`config.mk`:
```
export PLATFORM = sky130hd
export DESIGN_NAME = robot_safety_mode_supervisor
export DESIGN_NICKNAME = d
export VERILOG_FILES = /design/src/rtl/core/rsms_pkg.sv /design/src/rtl/core/rsms_step.sv /design/src/rtl/core/rsms_out_reg.sv /design/src/rtl/core/robot_safety_mode_supervisor.sv
export VERILOG_INCLUDE_DIRS = /design/src /design/src/rtl/core
export SDC_FILE = /design/constraint.sdc
export NUM_CORES = 1
export LEC_CHECK = 0
export BUFFER_PORTS_ARGS = -buffer_cell sky130_fd_sc_hd__buf_2
export CAP_MARGIN = 30
export CORE_MARGIN = 2
export CORE_UTILIZATION = 62
export CTS_BUF_LIST = sky130_fd_sc_hd__clkbuf_2
export CTS_CLUSTER_DIAMETER = 100
export DETAILED_ROUTE_END_ITERATION = 6
export PLACE_DENSITY = 0.82
export SYNTH_ARGS = -nofsm -noshare
export SYNTH_HDL_FRONTEND = slang
export SYNTH_SLANG_ARGS = --single-unit
```
`constraint.sdc`:
```
create_clock -name clk -period 6.65 [get_ports clk]
set_clock_uncertainty 0.2 [all_clocks]
set_input_delay 0.3325 -clock clk [delete_from_list [all_inputs] [get_ports clk]]
set_output_delay 0.3325 -clock clk [all_outputs]
set_load 0.1 [all_outputs]
```
`src/rtl/core/robot_safety_mode_supervisor_assert.svh`:
```
// Assertion macros for the robot safety mode supervisor.
// Included by the modules that check their own logic; needs clk and rst_n in scope.
`ifndef ROBOT_SAFETY_MODE_SUPERVISOR_ASSERT_SVH
`define ROBOT_SAFETY_MODE_SUPERVISOR_ASSERT_SVH
`ifndef SYNTHESIS
`define RSMS_ASSERT(label, expr, msg) \
    label: assert property (@(posedge clk) disable iff (!rst_n) (expr)) else $error(msg);
`define RSMS_ASSERT_NEXT(label, cond, expr, msg) \
    label: assert property (@(posedge clk) disable iff (!rst_n) (cond) |=> (expr)) \
        else $error(msg);
`else
`define RSMS_ASSERT(label, expr, msg)
`define RSMS_ASSERT_NEXT(label, cond, expr, msg)
`endif
`endif

```
`src/rtl/core/rsms_pkg.sv`:
```
// Shared types, codes and helpers for the robot safety mode supervisor.
// No dependencies; imported by every module of the block.
package rsms_pkg;

    typedef enum logic [3:0] {
        ST_OFF       = 4'd0,
        ST_INIT      = 4'd1,
        ST_IDLE      = 4'd2,
        ST_POSITION  = 4'd3,
        ST_CTC       = 4'd4,
        ST_IMPEDANCE = 4'd5,
        ST_TEACH     = 4'd6,
        ST_DMP       = 4'd7,
        ST_HYBRID    = 4'd8,
        ST_MINJERK   = 4'd9,
        ST_STOPPING  = 4'd10,
        ST_ESTOP     = 4'd11,
        ST_FAULT     = 4'd12
    } state_t;

    typedef enum logic [1:0] {
        MODE_EVENT = 2'd0,
        MODE_TICK  = 2'd1,
        MODE_INIT  = 2'd2
    } mode_t;

    localparam logic [3:0] EV_INIT_DONE     = 4'd0;
    localparam logic [3:0] EV_ENABLE        = 4'd1;
    localparam logic [3:0] EV_DISABLE       = 4'd2;
    localparam logic [3:0] EV_REQ_POSITION  = 4'd3;
    localparam logic [3:0] EV_REQ_CTC       = 4'd4;
    localparam logic [3:0] EV_REQ_IMPEDANCE = 4'd5;
    localparam logic [3:0] EV_REQ_TEACH     = 4'd6;
    localparam logic [3:0] EV_REQ_DMP       = 4'd7;
    localparam logic [3:0] EV_REQ_HYBRID    = 4'd8;
    localparam logic [3:0] EV_REQ_MINJERK   = 4'd9;
    localparam logic [3:0] EV_MOTION_DONE   = 4'd10;
    localparam logic [3:0] EV_STOP_REQ      = 4'd11;
    localparam logic [3:0] EV_ESTOP         = 4'd12;
    localparam logic [3:0] EV_ESTOP_RESET   = 4'd13;
    localparam logic [3:0] EV_FAULT         = 4'd14;
    localparam logic [3:0] EV_STOP_COMPLETE = 4'd15;

    localparam logic [1:0] CFG_STOP_TIMEOUT = 2'd0;
    localparam logic [1:0] CFG_DYNAMICS     = 2'd1;

    localparam int unsigned CFG_INDEX_W = 2;
    localparam int unsigned CFG_DATA_W  = 16;
    localparam logic [15:0] STOP_TIMEOUT_RESET = 16'd500;

    typedef struct packed {
        state_t      state_now;
        state_t      state_before;
        state_t      queued_mode;
        logic        motors_on;
        logic [31:0] latest_time;
        logic [31:0] entered_at;
        logic [31:0] stop_began_at;
        logic [31:0] move_count;
    } sup_state_t;

    typedef struct packed {
        logic [15:0] stop_timeout;
        logic        dynamics;
    } sup_cfg_t;

    typedef struct packed {
        logic        accepted;
        logic [3:0]  current_state;
        logic [3:0]  previous_state;
        logic        in_motion;
        logic        torque_mode;
        logic [31:0] transition_count;
        logic [31:0] entry_time;
    } result_t;

    function automatic logic is_motion(state_t s);
        return (s >= ST_POSITION) && (s <= ST_MINJERK);
    endfunction

    function automatic logic is_torque(state_t s);
        return (s == ST_CTC) || (s == ST_IMPEDANCE) || (s == ST_TEACH) || (s == ST_HYBRID);
    endfunction

endpackage

```
`src/rtl/core/rsms_step.sv`:
```
// Next-state, guard and result logic for one word of the mode supervisor.
// Depends on rsms_pkg.
module rsms_step (
    input  rsms_pkg::sup_state_t cur,
    input  rsms_pkg::sup_cfg_t   cfg,
    input  logic [1:0]           mode,
    input  logic [3:0]           event_code,
    input  logic [31:0]          time_ms,
    output rsms_pkg::sup_state_t nxt_state,
    output rsms_pkg::result_t    result
);
    import rsms_pkg::*;

    logic        ev_go;
    logic [3:0]  ev;
    logic [31:0] stamp;
    logic [31:0] elapsed;
    logic        timeout_hit;
    state_t      target;
    logic        motors_ev;
    state_t      queued_ev;
    logic        force_acc;
    logic        take;
    logic        moving;
    logic        acc;

    function automatic logic guard_ok(state_t from, state_t to, logic motors, logic dyn);
        logic ok;
        ok = 1'b1;
        if (to == ST_ESTOP)
            ok = 1'b1;
        else if (from == ST_FAULT)
            ok = 1'b0;
        else if (from == ST_ESTOP && to != ST_IDLE)
            ok = 1'b0;
        else if (is_motion(to) && !motors)
            ok = 1'b0;
        else if (is_torque(to) && !dyn)
            ok = 1'b0;
        else if (is_motion(to) && from != ST_IDLE)
            ok = 1'b0;
        return ok;
    endfunction

    assign elapsed     = time_ms - cur.stop_began_at;
    assign timeout_hit = (cur.state_now == ST_STOPPING) && (elapsed >= {16'd0, cfg.stop_timeout});
    assign moving      = is_motion(cur.state_now);
    assign stamp       = (mode == MODE_TICK) ? time_ms : cur.latest_time;
    assign ev          = (mode == MODE_TICK) ? EV_STOP_COMPLETE : event_code;
    assign ev_go       = (mode == MODE_EVENT) || ((mode == MODE_TICK) && timeout_hit);

    always_comb
    begin
        target    = cur.state_now;
        motors_ev = cur.motors_on;
        queued_ev = cur.queued_mode;
        force_acc = 1'b0;
        case (ev)
            EV_INIT_DONE:
            begin
                if (cur.state_now == ST_INIT)
                    target = ST_IDLE;
            end
            EV_ENABLE:
            begin
                motors_ev = 1'b1;
                force_acc = 1'b1;
            end
            EV_DISABLE:
            begin
                motors_ev = 1'b0;
                if (moving)
                    target = ST_STOPPING;
            end
            EV_REQ_POSITION, EV_REQ_CTC, EV_REQ_IMPEDANCE, EV_REQ_TEACH,
            EV_REQ_DMP, EV_REQ_HYBRID, EV_REQ_MINJERK:
            begin
                if (cur.state_now == ST_IDLE)
                    target = state_t'(ev);
                else if (moving)
                begin
                    queued_ev = state_t'(ev);
                    target    = ST_STOPPING;
                end
            end
            EV_MOTION_DONE:
            begin
                if (moving)
                    target = ST_IDLE;
            end
            EV_STOP_REQ:
            begin
                if (moving)
                    target = ST_STOPPING;
            end
            EV_ESTOP:
            begin
                target = ST_ESTOP;
            end
            EV_ESTOP_RESET:
            begin
                if (cur.state_now == ST_ESTOP)
                    target = ST_IDLE;
            end
            EV_FAULT:
            begin
                target = ST_FAULT;
            end
            EV_STOP_COMPLETE:
            begin
                if (cur.state_now == ST_STOPPING)
                begin
                    if (cur.queued_mode != ST_OFF && cur.queued_mode != cur.state_now)
                        target = cur.queued_mode;
                    else
                        target = ST_IDLE;
                    queued_ev = ST_OFF;
                end
            end
            default:
            begin
                target = cur.state_now;
            end
        endcase
    end

    assign take = (target != cur.state_now) &&
                  guard_ok(cur.state_now, target, motors_ev, cfg.dynamics);

    always_comb
    begin
        nxt_state = cur;
        acc       = 1'b0;
        case (mode)
            MODE_EVENT, MODE_TICK:
            begin
                if (mode == MODE_TICK)
                    nxt_state.latest_time = time_ms;
                if (ev_go)
                begin
                    nxt_state.motors_on   = motors_ev;
                    nxt_state.queued_mode = queued_ev;
                    if (force_acc)
                        acc = 1'b1;
                    else if (take)
                    begin
                        acc                    = 1'b1;
                        nxt_state.state_before = cur.state_now;
                        nxt_state.state_now    = target;
                        nxt_state.entered_at   = stamp;
                        nxt_state.move_count   = cur.move_count + 32'd1;
                        if (target == ST_STOPPING)
                            nxt_state.stop_began_at = stamp;
                    end
                end
            end
            MODE_INIT:
            begin
                acc                    = 1'b1;
                nxt_state.state_now    = ST_INIT;
                nxt_state.state_before = ST_OFF;
                nxt_state.latest_time  = 32'd0;
                nxt_state.entered_at   = 32'd0;
                nxt_state.move_count   = 32'd0;
            end
            default:
            begin
                acc = 1'b0;
            end
        endcase
    end

    always_comb
    begin
        result.accepted         = acc;
        result.current_state    = nxt_state.state_now;
        result.previous_state   = nxt_state.state_before;
        result.in_motion        = is_motion(nxt_state.state_now);
        result.torque_mode      = is_torque(nxt_state.state_now);
        result.transition_count = nxt_state.move_count;
        result.entry_time       = nxt_state.entered_at;
    end

endmodule

```
`src/rtl/core/rsms_out_reg.sv`:
```
// Result register of the mode supervisor: holds one result word until taken.
// Depends on rsms_pkg.
module rsms_out_reg (
    input  logic              clk,
    input  logic              rst_n,
    input  logic              load,
    input  rsms_pkg::result_t load_data,
    input  logic              out_stall,
    output logic              out_valid,
    output logic              busy,
    output rsms_pkg::result_t out_data
);
    import rsms_pkg::*;

    logic    valid_reg;
    logic    valid_next;
    result_t data_reg;

    assign valid_next = load || (valid_reg && out_stall);

    always_ff @(posedge clk or negedge rst_n)
    begin
        if (!rst_n)
            valid_reg <= 1'b0;
        else
            valid_reg <= valid_next;
    end

    always_ff @(posedge clk)
    begin
        if (load)
            data_reg <= load_data;
    end

    assign out_valid = valid_reg;
    assign busy      = valid_reg && out_stall;
    assign out_data  = data_reg;

endmodule

```
`src/rtl/core/robot_safety_mode_supervisor.sv`:
```
// Robot safety mode supervisor: 13-state operating mode tracker with guards.
// A result word is registered and appears in the cycle after its input word is accepted.
// Throughput: one word per cycle while the input is not stalled; the state update and guard are combinational.
// Input stalls only while a finished result waits behind a stalled output.
// Reset (asynchronous, active low): powered off, counters and times zero,
// stopping timeout 500 ms, dynamics unavailable.
module robot_safety_mode_supervisor (
    input  logic                            clk,
    input  logic                            rst_n,
    input  logic                            in_valid,
    output logic                            in_stall,
    input  logic [1:0]                      mode,
    input  logic [3:0]                      event_code,
    input  logic [31:0]                     time_ms,
    output logic                            out_valid,
    input  logic                            out_stall,
    output logic                            accepted,
    output logic [3:0]                      current_state,
    output logic [3:0]                      previous_state,
    output logic                            in_motion,
    output logic                            torque_mode,
    output logic [31:0]                     transition_count,
    output logic [31:0]                     entry_time,
    input  logic                            cfg_we,
    input  logic [rsms_pkg::CFG_INDEX_W-1:0] cfg_index,
    input  logic [rsms_pkg::CFG_DATA_W-1:0]  cfg_data
);
    import rsms_pkg::*;

`include "robot_safety_mode_supervisor_assert.svh"

    sup_state_t state_reg;
    sup_state_t state_next;
    sup_cfg_t   cfg_reg;
    result_t    step_result;
    result_t    out_data;
    logic       take_in;
    logic       busy;

    assign in_stall = busy;
    assign take_in  = in_valid && !busy;

    rsms_step u_step (
        .cur        (state_reg),
        .cfg        (cfg_reg),
        .mode       (mode),
        .event_code (event_code),
        .time_ms    (time_ms),
        .nxt_state  (state_next),
        .result     (step_result)
    );

    rsms_out_reg u_out (
        .clk       (clk),
        .rst_n     (rst_n),
        .load      (take_in),
        .load_data (step_result),
        .out_stall (out_stall),
        .out_valid (out_valid),
        .busy      (busy),
        .out_data  (out_data)
    );

    always_ff @(posedge clk or negedge rst_n)
    begin
        if (!rst_n)
        begin
            state_reg.state_now     <= ST_OFF;
            state_reg.state_before  <= ST_OFF;
            state_reg.queued_mode   <= ST_OFF;
            state_reg.motors_on     <= 1'b0;
            state_reg.latest_time   <= 32'd0;
            state_reg.entered_at    <= 32'd0;
            state_reg.stop_began_at <= 32'd0;
            state_reg.move_count    <= 32'd0;
        end
        else if (take_in)
            state_reg <= state_next;
    end

    always_ff @(posedge clk or negedge rst_n)
    begin
        if (!rst_n)
        begin
            cfg_reg.stop_timeout <= STOP_TIMEOUT_RESET;
            cfg_reg.dynamics     <= 1'b0;
        end
        else if (cfg_we)
        begin
            case (cfg_index)
                CFG_STOP_TIMEOUT: cfg_reg.stop_timeout <= cfg_data;
                CFG_DYNAMICS:     cfg_reg.dynamics     <= cfg_data[0];
                default:          cfg_reg              <= cfg_reg;
            endcase
        end
    end

    assign accepted         = out_data.accepted;
    assign current_state    = out_data.current_state;
    assign previous_state   = out_data.previous_state;
    assign in_motion        = out_data.in_motion;
    assign torque_mode      = out_data.torque_mode;
    assign transition_count = out_data.transition_count;
    assign entry_time       = out_data.entry_time;

    `RSMS_ASSERT_NEXT(a_accept_gives_result, take_in, out_valid, "accepted word gave no result")
    `RSMS_ASSERT_NEXT(a_fault_terminal,
        take_in && state_reg.state_now == ST_FAULT && mode != MODE_INIT &&
        !(mode == MODE_EVENT && event_code == EV_ESTOP),
        state_reg.state_now == ST_FAULT, "fault state was left")
    `RSMS_ASSERT_NEXT(a_count_step, take_in && mode != MODE_INIT,
        state_reg.move_count == $past(state_reg.move_count) ||
        state_reg.move_count == $past(state_reg.move_count) + 32'd1,
        "transition count jumped")
    `RSMS_ASSERT_NEXT(a_motion_from_idle, take_in && !is_motion(state_reg.state_now),
        !is_motion(state_reg.state_now) || state_reg.state_before == ST_IDLE,
        "motion state entered from a state other than idle")
    `RSMS_ASSERT(a_result_matches_state,
        !out_valid || is_motion(state_t'(current_state)) == in_motion,
        "motion flag disagrees with state")

endmodule
```
# Word-level counts from Yosys, hierarchy flattened
# Cells that the tools add are included.
dict set report op_classes {
  n_eq_ne 40
  magnitude_cmp 7
  multipliers 0
  div 0
  n_shift 0
  mux 36
  add_sub_neg 2
  n_reduce_logical 39
  bitwise 1
}
# op count
set op_table {}
lappend op_table {{96-bit 2-to-1 mux} 3}
lappend op_table {{64-bit case mux with 2 select lines} 1}
lappend op_table {{32-bit 2-to-1 mux} 2}
lappend op_table {{32-bit case mux with 2 select lines} 1}
lappend op_table {{4-bit equality test, second input constant} 15}
lappend op_table {{4-bit 2-to-1 mux} 11}
lappend op_table {{4-bit by 3-bit equality test with 1-bit output, second input constant} 10}
lappend op_table {{32-bit by 1-bit adder with 32-bit output, second input constant} 1}
lappend op_table {{32-bit by 16-bit greater-or-equal comparator with 1-bit output} 1}
lappend op_table {{4-bit case mux with 8 select lines} 1}
lappend op_table {{32-bit subtractor} 1}
lappend op_table {{8-bit 2-to-1 mux} 2}
lappend op_table {{8-bit case mux with 2 select lines} 1}
lappend op_table {{1-bit logical AND} 13}
lappend op_table {{13-bit 2-to-1 mux} 1}
lappend op_table {{4-bit by 2-bit equality test with 1-bit output, second input constant} 3}
lappend op_table {{4-bit by 2-bit greater-or-equal comparator with 1-bit output, second input constant} 3}
lappend op_table {{4-bit less-or-equal comparator, second input constant} 3}
lappend op_table {{1-bit 2-to-1 mux} 10}
lappend op_table {{4-bit by 1-bit equality test with 1-bit output, second input constant} 2}
lappend op_table {{1-bit logical OR} 8}
lappend op_table {{4-bit by 2-bit inequality test with 1-bit output, second input constant} 2}
lappend op_table {{4-bit inequality test} 2}
lappend op_table {{4-bit case mux with 2 select lines} 1}
lappend op_table {{other kinds (17)} 27}
dict set report word_totals {
  latchBits 0
  ramBits 0
  romBits 0
  word_cells 143
  memories 0
  ff_bits 234
  out_inout_bits 77
}

# Longest topological paths before layout
# Gate-level depths: netlist of the first run.
dict set report logic_depth {
  word_depth 24
  depth_mapped 25
}

# By module
# Synthesis of the first run repeated with hierarchy kept, for this count alone.
dict set report hier_totals {
  hier_cells 1551
  area_unflattened_um2 15870.2
}
# module cells_per_inst area_per_inst_um2 instances seq_area_each_um2
set by_module_without_submodules {}
lappend by_module_without_submodules {rsms_step 1137 7355.8 1 0.0}
lappend by_module_without_submodules {robot_safety_mode_supervisor 336 6223.5 1 3961.3}
lappend by_module_without_submodules {rsms_out_reg 78 2290.9 1 2277.2}

# Worst setup path before layout of the first run
# No wires, ideal clock.
dict set report synth_path {
  kind {input -> register}
  start {in time_ms[3]}
  end {reg u_out.data_reg, in the netlist u_out.out_data[33] (data pin)}
  setup_ns 0.267
  slack_ns 1.212
  cell_stages 21
  path_buffers 3
  arrival_time_ns 4.971
  path_cell_list {ha_1 and2_1 a221oi_1 nand2_1 a31o_2 a21o_1 a21oi_1 xnor2_1 ha_1 a211oi_1 nand2_1 a2111oi_0 nand3_1 or4_1 nor4_1 or2_1 clkbuf_1 clkbuf_1 buf_2 mux2i_1 o21ai_0}
}
# item line_no
set synth_lines {}
lappend synth_lines {{start, declared} robot_safety_mode_supervisor.sv:14} ;# input logic [31:0] time_ms,
lappend synth_lines {{end signal, assigned} rsms_out_reg.sv:32} ;# data_reg <= load_data;
lappend synth_lines {{end, declared} rsms_out_reg.sv:17} ;# result_t data_reg;

# Final worst setup path of the first run
dict set report layout_path {
  start {reg state_reg[36] in the netlist's numbering}
  end {reg state_reg[132] in the netlist's numbering}
}
dict set report layout_between {
  elab_chain_cells 6
}
# item line_no
set layout_lines {}
lappend layout_lines {{start, declared} robot_safety_mode_supervisor.sv:32} ;# sup_state_t state_reg;
lappend layout_lines {{start signal, assigned} robot_safety_mode_supervisor.sv:78} ;# state_reg <= state_next;
lappend layout_lines {{32-bit subtractor} rsms_step.sv:45} ;# assign elapsed = time_ms - cur.stop_began_at;
lappend layout_lines {{32-bit by 16-bit greater-or-equal comparator with 1-bit output} rsms_step.sv:46} ;# assign timeout_hit = (cur.state_now == ST_STOPPING) && (elapsed >= {16'd0, cfg.stop_timeout});
lappend layout_lines {{1-bit logical AND} rsms_step.sv:46}
lappend layout_lines {{1-bit logical AND} rsms_step.sv:50} ;# assign ev_go = (mode == MODE_EVENT) || ((mode == MODE_TICK) && timeout_hit);
lappend layout_lines {{1-bit logical OR} rsms_step.sv:50}
lappend layout_lines {{7-bit AND reduction (no line)} --}
# No other way between the ends.
# A chain may end at the register's enable or synchronous reset.

==> results of run 1 <==
==> final timing paths <==
kind | from | end | slack [ns] | cells after the start
hold reg to reg | state_reg[128] | state_reg[128] | 0.32 | 1
max in group asynchronous | rst_n | state_reg[105] | 5.00 | 4
setup / recovery | state_reg[36] | state_reg[132] | 0.52 | 21
setup reg to reg | state_reg[36] | state_reg[132] | 0.52 | 21
hold / removal | cfg_data[0] | cfg_reg[0] | 0.11 | 3
min in group asynchronous | rst_n | cfg_reg[3] | 0.40 | 3
==> synthesized netlist by cell type (all sizes together) (4+ instances only) <==
cell | instances | area, µm²
a21oi | 73 | 377
edfxtp | 75 | 2250
dfstp | 6 | 158
or3 | 19 | 119
nor2 | 60 | 225
a31o | 4 | 35.0
a211oi | 13 | 115
a21o | 14 | 105
dfrtp | 153 | 3830
o31ai | 11 | 87.6
o211ai | 10 | 75.1
a211o | 7 | 61.3
nor3 | 20 | 100
nand2b | 10 | 62.6
a22o | 37 | 324
o21ai | 221 | 1110
nor4 | 9 | 77.6
a31oi | 15 | 93.8
mux2 | 5 | 56.3
o21bai | 5 | 37.5
or4 | 8 | 60.1
o22ai | 4 | 25.0
and2 | 7 | 43.8
nor3b | 5 | 37.5
a41o | 4 | 40.0
o21a | 6 | 45.0
and3 | 11 | 68.8
a41oi | 7 | 61.3
a22oi | 43 | 323
clkbuf | 98 | 369
xor2 | 12 | 105
buf | 19 | 97.6
inv | 74 | 278
ha | 48 | 601
nand4 | 24 | 150
nor4b | 4 | 35.0
nand2 | 362 | 1360
mux2i | 42 | 420
nand3 | 46 | 230
xnor2 | 18 | 158
o311ai | 4 | 35.0
nor2b | 12 | 75.1
==> through the flow <==
stage               area (µm²)  setup slack [ns]  instances  utilization, %  power [W]
floorplan                14400              1.21       1675               -    0.00421
CTS                      16800             0.457       2223            74.2    0.00583
detailed placement       15200             0.531       2001            66.8    0.00479
global placement         15200             0.701       2000            66.7    0.00470
global route             16900             0.213       2224            74.2    0.00625
finish                   16900             0.521       2225            74.2    0.00588
==> repair_timing <==
action | in CTS | in global routing
gates resized for setup | 0 | 1
hold buffers | 111 | 0
endpoints found under the hold margin | 283 | 0
setup endpoints to repair | 0 | 1
==> power by group <==
part	switching (W)	total (W)	internal [W]
Combinational	0.00177	0.00273	0.000954
Sequential	0.000308	0.00217	0.00187
Clock	0.000615	0.000981	0.000367
Total	0.00270	0.00588	0.00319
==> per-layer routing <==
metal / global-route usage, % / vias up
li1: - / 6512
met4: 14.7 / 4
met1: 44.5 / 6592
met2: 53.2 / 648
met5: 0 / -
met3: 7.03 / 111
==> layout by cell type, fill, tap and decap left out, types with 11 or more instances in the layout <==
master	n
clkbuf_2	89
buf_4	21
dlygate4sd3_1	110
clkinv_1	19
buf_2	135
edfxtp_1	75
a31oi_1	15
nor3_1	20
nand2_1	362
nor2_1	58
and3_1	11
nor2b_1	11
mux2i_1	42
nand3_1	46
inv_1	74
a211oi_1	11
a21o_1	14
o21ai_0	215
xor2_1	12
ha_1	48
a22o_1	37
a21oi_1	72
xnor2_1	18
a22oi_1	43
or3_1	19
dfrtp_1	153
nand4_1	24
==> cell families (layout without fill, tap and decap cells) <==
logic type,Yosys count,after routing
XOR/XNOR,30,30
AND/OR/NAND/NOR,613,613
other,0,2
multiplexers,47,47
flip-flops,234,234
AO/OA/AOI/OAI,510,510
buffers and inverters,192,455
adder cells (fa/ha/maj),49,49
==> worst max-delay path: stages (launching register included) <==
cell           delay, ns
dfrtp_1             0.37
inv_1               0.08
ha_1                0.28
and2_1              0.19
a221oi_2            0.42
nand2_1             0.16
a31o_2              0.29
a21o_1              0.18
a21oi_1             0.17
xnor2_1             0.10
ha_1                0.19
a211oi_1            0.26
nand2_1             0.09
a2111oi_0           0.42
nand3_1             0.16
or4_1               0.57
nor4_2              0.41
buf_4               0.27
or4_1               0.22
a21oi_1             0.15
a41o_1              0.29
dlygate4sd3_1       0.55
==> layout make-up <==
class	count	area (µm²)
Sequential cell	234	6240
Fill cell	1688	5850
Clock inverter	22	97.6
Inverter	75	284
Tap cell	285	357
Multi-Input combinational cell	1249	7430
Clock buffer	89	445
Timing Repair Buffer	269	1990
Antenna cell	2	5.00
==> results by group, run 1 <==
Synth
  • Post-Synth Simple-Gate Area: 19.4%
  • Yosys cell types: 84
  • Post-synthesis async set-or-reset flop share: 67.9%
  • EDFF count, synth: 75
  • Syn Nets: 1785
  • Post-synthesis mux area share: 3.32%
  • Post-Synth XOR/XNOR Area: 1.83%
  • Synth Flop Type: dfrtp_1
  • Adder-Cell Fraction of Synth Area: 4.32%
  • YS warnings: 0
  • Compound-gate portion of the synthesized area: 22.6%
  • Netlist Area Pre-Place: 14400 µm²
  • Mean post-synth cell area: 8.58 µm²
  • Main combinational cell family by area after synthesis: compound AO/OA/AOI/OAI gates
  • Post-synthesis instance total: 1675
  • #FFs+latches synth: 234
  • Post-synthesis sequential area ratio: 43.4%

Power and ir drop
  • Power density over the cells: 349 nW/µm²
  • P_leak: 7.40 nW
  • Peak VDD IR: 206 µV

Clock tree
  • Post-CTS setup buffer count: 0
  • Max H-tree Level: 2
  • CTS tree: built
  • Max clock buf depth: 3
  • Clk slew on worst S/H paths: 0.09 ns
  • Num Clock Sinks: 234
  • Root buffer cell: clkbuf_2
  • Worst skew pair latency: 0.91 ns
  • Cts bufs inserted: 59

Setup path
  • Crit Path Max Fanout: 10
  • Startpoint types: register
  • Setup crit end kind: register
  • Crit Path Category: register to register
  • CP arrival: 6.66 ns
  • Worst endpoint required time: 7.18 ns

Routing
  • Metal-1 WL: 17000 µm
  • Via count: 13900
  • Drt initial violations: 1256
  • # DRC: 0
  • Met3 WL: 3410 µm
  • Antenna viol nets, final: 0
  • DRT Wirelength: 41100 µm
  • Routed wl met2: 19300 µm
  • Drt wl/cell: 18.5 µm
  • Vias/cell: 6.23
  • Number of detailed-route iterations in the first pass: 5
  • Highest routed layer: met5

Floorplanning
  • Top Ports: 138
  • Initial core utilization: 63.3%
  • Row Count: 55
  • Core ar.: 22700 µm²
  • Die Ht: 156 µm
  • Die Wd: 156 µm
  • Die area: 24400 µm²

STA
  • Final hold violations: 0
  • Slew @ Worst Pin: 1.05 ns
  • Final setup TNS: 0 ns
  • Worst hold slack: 0.107 ns
  • Normalized max-slew margin: 29.8%
  • Final Critical Period: 6.13 ns
  • Fin. max-slew vios: 0
  • RSZ-0062 raised after global routing: false
  • Max Clk Rate: 163 MHz
  • Period Utilization, post-route: 92.2%
  • Final Setup Violations: 0

Placement
  • Port Buffers: 137
  • Final GP Congestion: 0.966
  • HPWL after DPL: 25800 µm

Global route
  • Total track usage: 33.4%
  • Largest net degree at the start of global routing: 89
  • First-pass GRT wire length: 65500 µm
  • Vias in the first global route: 13100
  • Initial antenna violation count: 3
  • Grt total ovfl: 0

Flow run
  • Max cap viols: 0

Hold path
  • Worst hold path class: input port to register

Layout
  • Share of layout cells above drive strength 1: 14.8%
  • Nets: 1998
  • Max FFs per register: 141
  • Layout area overhead: 17.3%

Status
  • Outcome: finished clean
Note: power is estimated with default switching activity, not from simulation.
==> run 2, diff against run 1 <==
REMOVE_ABC_BUFFERS = 1   (was not set)
==> run 2 against run 1 <==
Net effect:
- sequential share of layout area shrank 0.080 points
- critical path type unchanged
- combinational power grew 2%
- largest cell class unchanged
- flip-flop and latch count is the same
- global-route usage grew 0.94 points
==> results by group, run 2 (same netlist as run 1, synthesis figures left out) <==
Routing
  • Vias/cell: 6.31
  • DRT Wirelength: 42000 µm
  • Drt initial violations: 1684
  • Via count: 14000
  • # DRC: 0
  • Drt wl/cell: 18.9 µm
  • Number of detailed-route iterations in the first pass: 7
  • Antenna viol nets, final: 0

Layout
  • Max FFs per register: 141
  • Fill cells: 1664
  • Commonest non-fill, non-tap cell in the layout: nand2_1
  • Nets: 1998
  • Layout area overhead: 17.5%
  • Finished layout cell area: 16900 µm²
  • Most frequent cells in the layout: 362 x nand2_1, 215 x o21ai_0, 153 x dfrtp_1, 135 x buf_2, 107 x dlygate4sd3_1
  • Share of layout cells above drive strength 1: 15.6%

Placement
  • HPWL after DPL: 25800 µm
  • Pre-CTS setup slack: 0.493 ns
  • Final GP Congestion: 0.957
  • Post-DP Area: 15200 µm²
  • Port Buffers: 137

STA
  • Period Utilization, post-route: 93.2%
  • Final Critical Period: 6.20 ns
  • Final hold violations: 0
  • Fin. max-slew vios: 0
  • RSZ-0062 raised after global routing: false
  • Max Clk Rate: 161 MHz
  • Normalized max-slew margin: 30.9%
  • Worst setup margin: 0.451 ns
  • Final Setup Violations: 0
  • Slew @ Worst Pin: 1.03 ns

Floorplanning
  • Row Count: 55
  • Initial core utilization: 63.3%
  • Die area: 24400 µm²
  • Core ar.: 22700 µm²
  • Top Ports: 138
  • Die Ht: 156 µm
  • Die Wd: 156 µm

Clock tree
  • Max H-tree Level: 2
  • Num Clock Sinks: 234
  • CTS tree: built
  • Clk slew on worst S/H paths: 0.17 ns
  • Max clock buf depth: 3
  • Root buffer cell: clkbuf_2
  • Cts bufs inserted: 60
  • Worst skew pair latency: 0.89 ns

Setup path
  • FF-to-FF Start: state_reg[35]
  • Crit Path Max Fanout: 25
  • Worst r2r dst: state_reg[139]
  • Crit Path Category: register to register
  • Startpoint types: register
  • Worst endpoint required time: 7.18 ns
  • Flop-to-flop setup slack: 0.45 ns
  • R2R depth: 22
  • Setup crit end kind: register
  • CP arrival: 6.73 ns

Power and ir drop
  • Peak VDD IR: 285 µV
  • Tot Pwr: 0.00603 W
  • Power density over the cells: 357 nW/µm²
  • P_leak: 7.44 nW

Hold path
  • Worst hold path class: input port to register
  • Hold path depth: 4
  • Worst hold start: time_ms[30]
  • Hold EP: state_reg[62]

Global route
  • Total track usage: 34.4%
  • Largest net degree at the start of global routing: 94
  • First-pass GRT wire length: 67800 µm
  • Initial antenna violation count: 2
  • Vias in the first global route: 13500
  • Grt total ovfl: 0

Status
  • Outcome: finished clean

Flow run
  • Max cap viols: 0
-- run 2: changes by cell type in the layout (fill, tap and decap cells not counted), moves of 3 or more --
cell	previous run	this run
clkinv_1	19	7
dlygate4sd3_1	110	107
clkinv_2	0	4
clkbuf_2	89	99
-- run 2: repair_timing --
item                                   in CTS  in global routing
hold buffers                              108                  0
resized for setup                           0                  1
endpoints found under the hold margin     275                  0
setup endpoints to repair                   0                 32
setup buffers                               0                  0
-- run 2: final cells by class --
type / instances / area [µm²] / share of cell area [%]
sequential: 234 / 6240 / 36.9
inverter: 75 / 284 / 1.68
antenna: 2 / 5.00 / 0.0296
tap: 285 / 357 / 2.11
clock buffer: 99 / 495 / 2.93
multi-input combinational: 1249 / 7430 / 44.0
clock inverter: 14 / 91.3 / 0.541
timing repair buffer: 268 / 1990 / 11.8
-- run 2: power by group --
part           switching (W)  internal (W)
logic                0.00181      0.000967
clock network       0.000637      0.000431
registers           0.000311       0.00187
-- run 2: worst max-delay path: stages, from the launching register on --
cell,delay [ns]
dfrtp_1,0.36
inv_1,0.05
ha_1,0.35
and2_1,0.22
a221oi_2,0.43
nand2_1,0.19
a31o_2,0.32
a21o_1,0.17
a21oi_1,0.22
xnor2_1,0.11
ha_1,0.19
a211oi_1,0.25
nand2_1,0.08
a2111oi_0,0.40
nand3_1,0.14
or4_1,0.55
nor4_2,0.27
buf_4,0.24
or2_2,0.41
nor2_2,0.26
buf_4,0.31
a22oi_1,0.18
o22ai_1,0.11
-- run 2: metal layers --
| metal | GRT usage [%] | routed length (µm) | vias up |
|---|---|---|---|
| met4 | 17.9 | 1920 | 0 |
| met3 | 5.57 | 3170 | 179 |
| met5 | 0 | 0 | - |
| li1 | - | - | 6486 |
| met1 | 46.1 | 17200 | 6627 |
| met2 | 54.1 | 19700 | 747 |
-- run 2: how the worst max path moves through the flow --
| stage | startpoint | to | slack (ns) | cells past startpoint |
|---|---|---|---|---|
| final | state_reg[35] | state_reg[139] | 0.45 | 22 |
| after CTS | state_reg[35] | state_reg[88] | 0.57 | 22 |
| after global placement | time_ms[3] | state_reg[85] | 0.68 | 22 |
| after detailed placement | time_ms[3] | state_reg[92] | 0.49 | 22 |
| after floorplan | mode[1] | state_reg[28] | -0.76 | 12 |
| after global routing | state_reg[35] | state_reg[88] | 0.04 | 22 |
-- run 2: through the flow --
step,hold WS [ns],setup TNS [ns],util (%),instances
5_1_grt,0.0691,0,74.4,2226
4_1_cts,0.0429,0,74.3,2224
2_1_floorplan,-0.163,-31.35,-,1558
3_3_place_gp,0.285,0,66.8,2002
6_report,0.129,0,74.4,2226
3_5_place_dp,0.299,0,66.9,2003
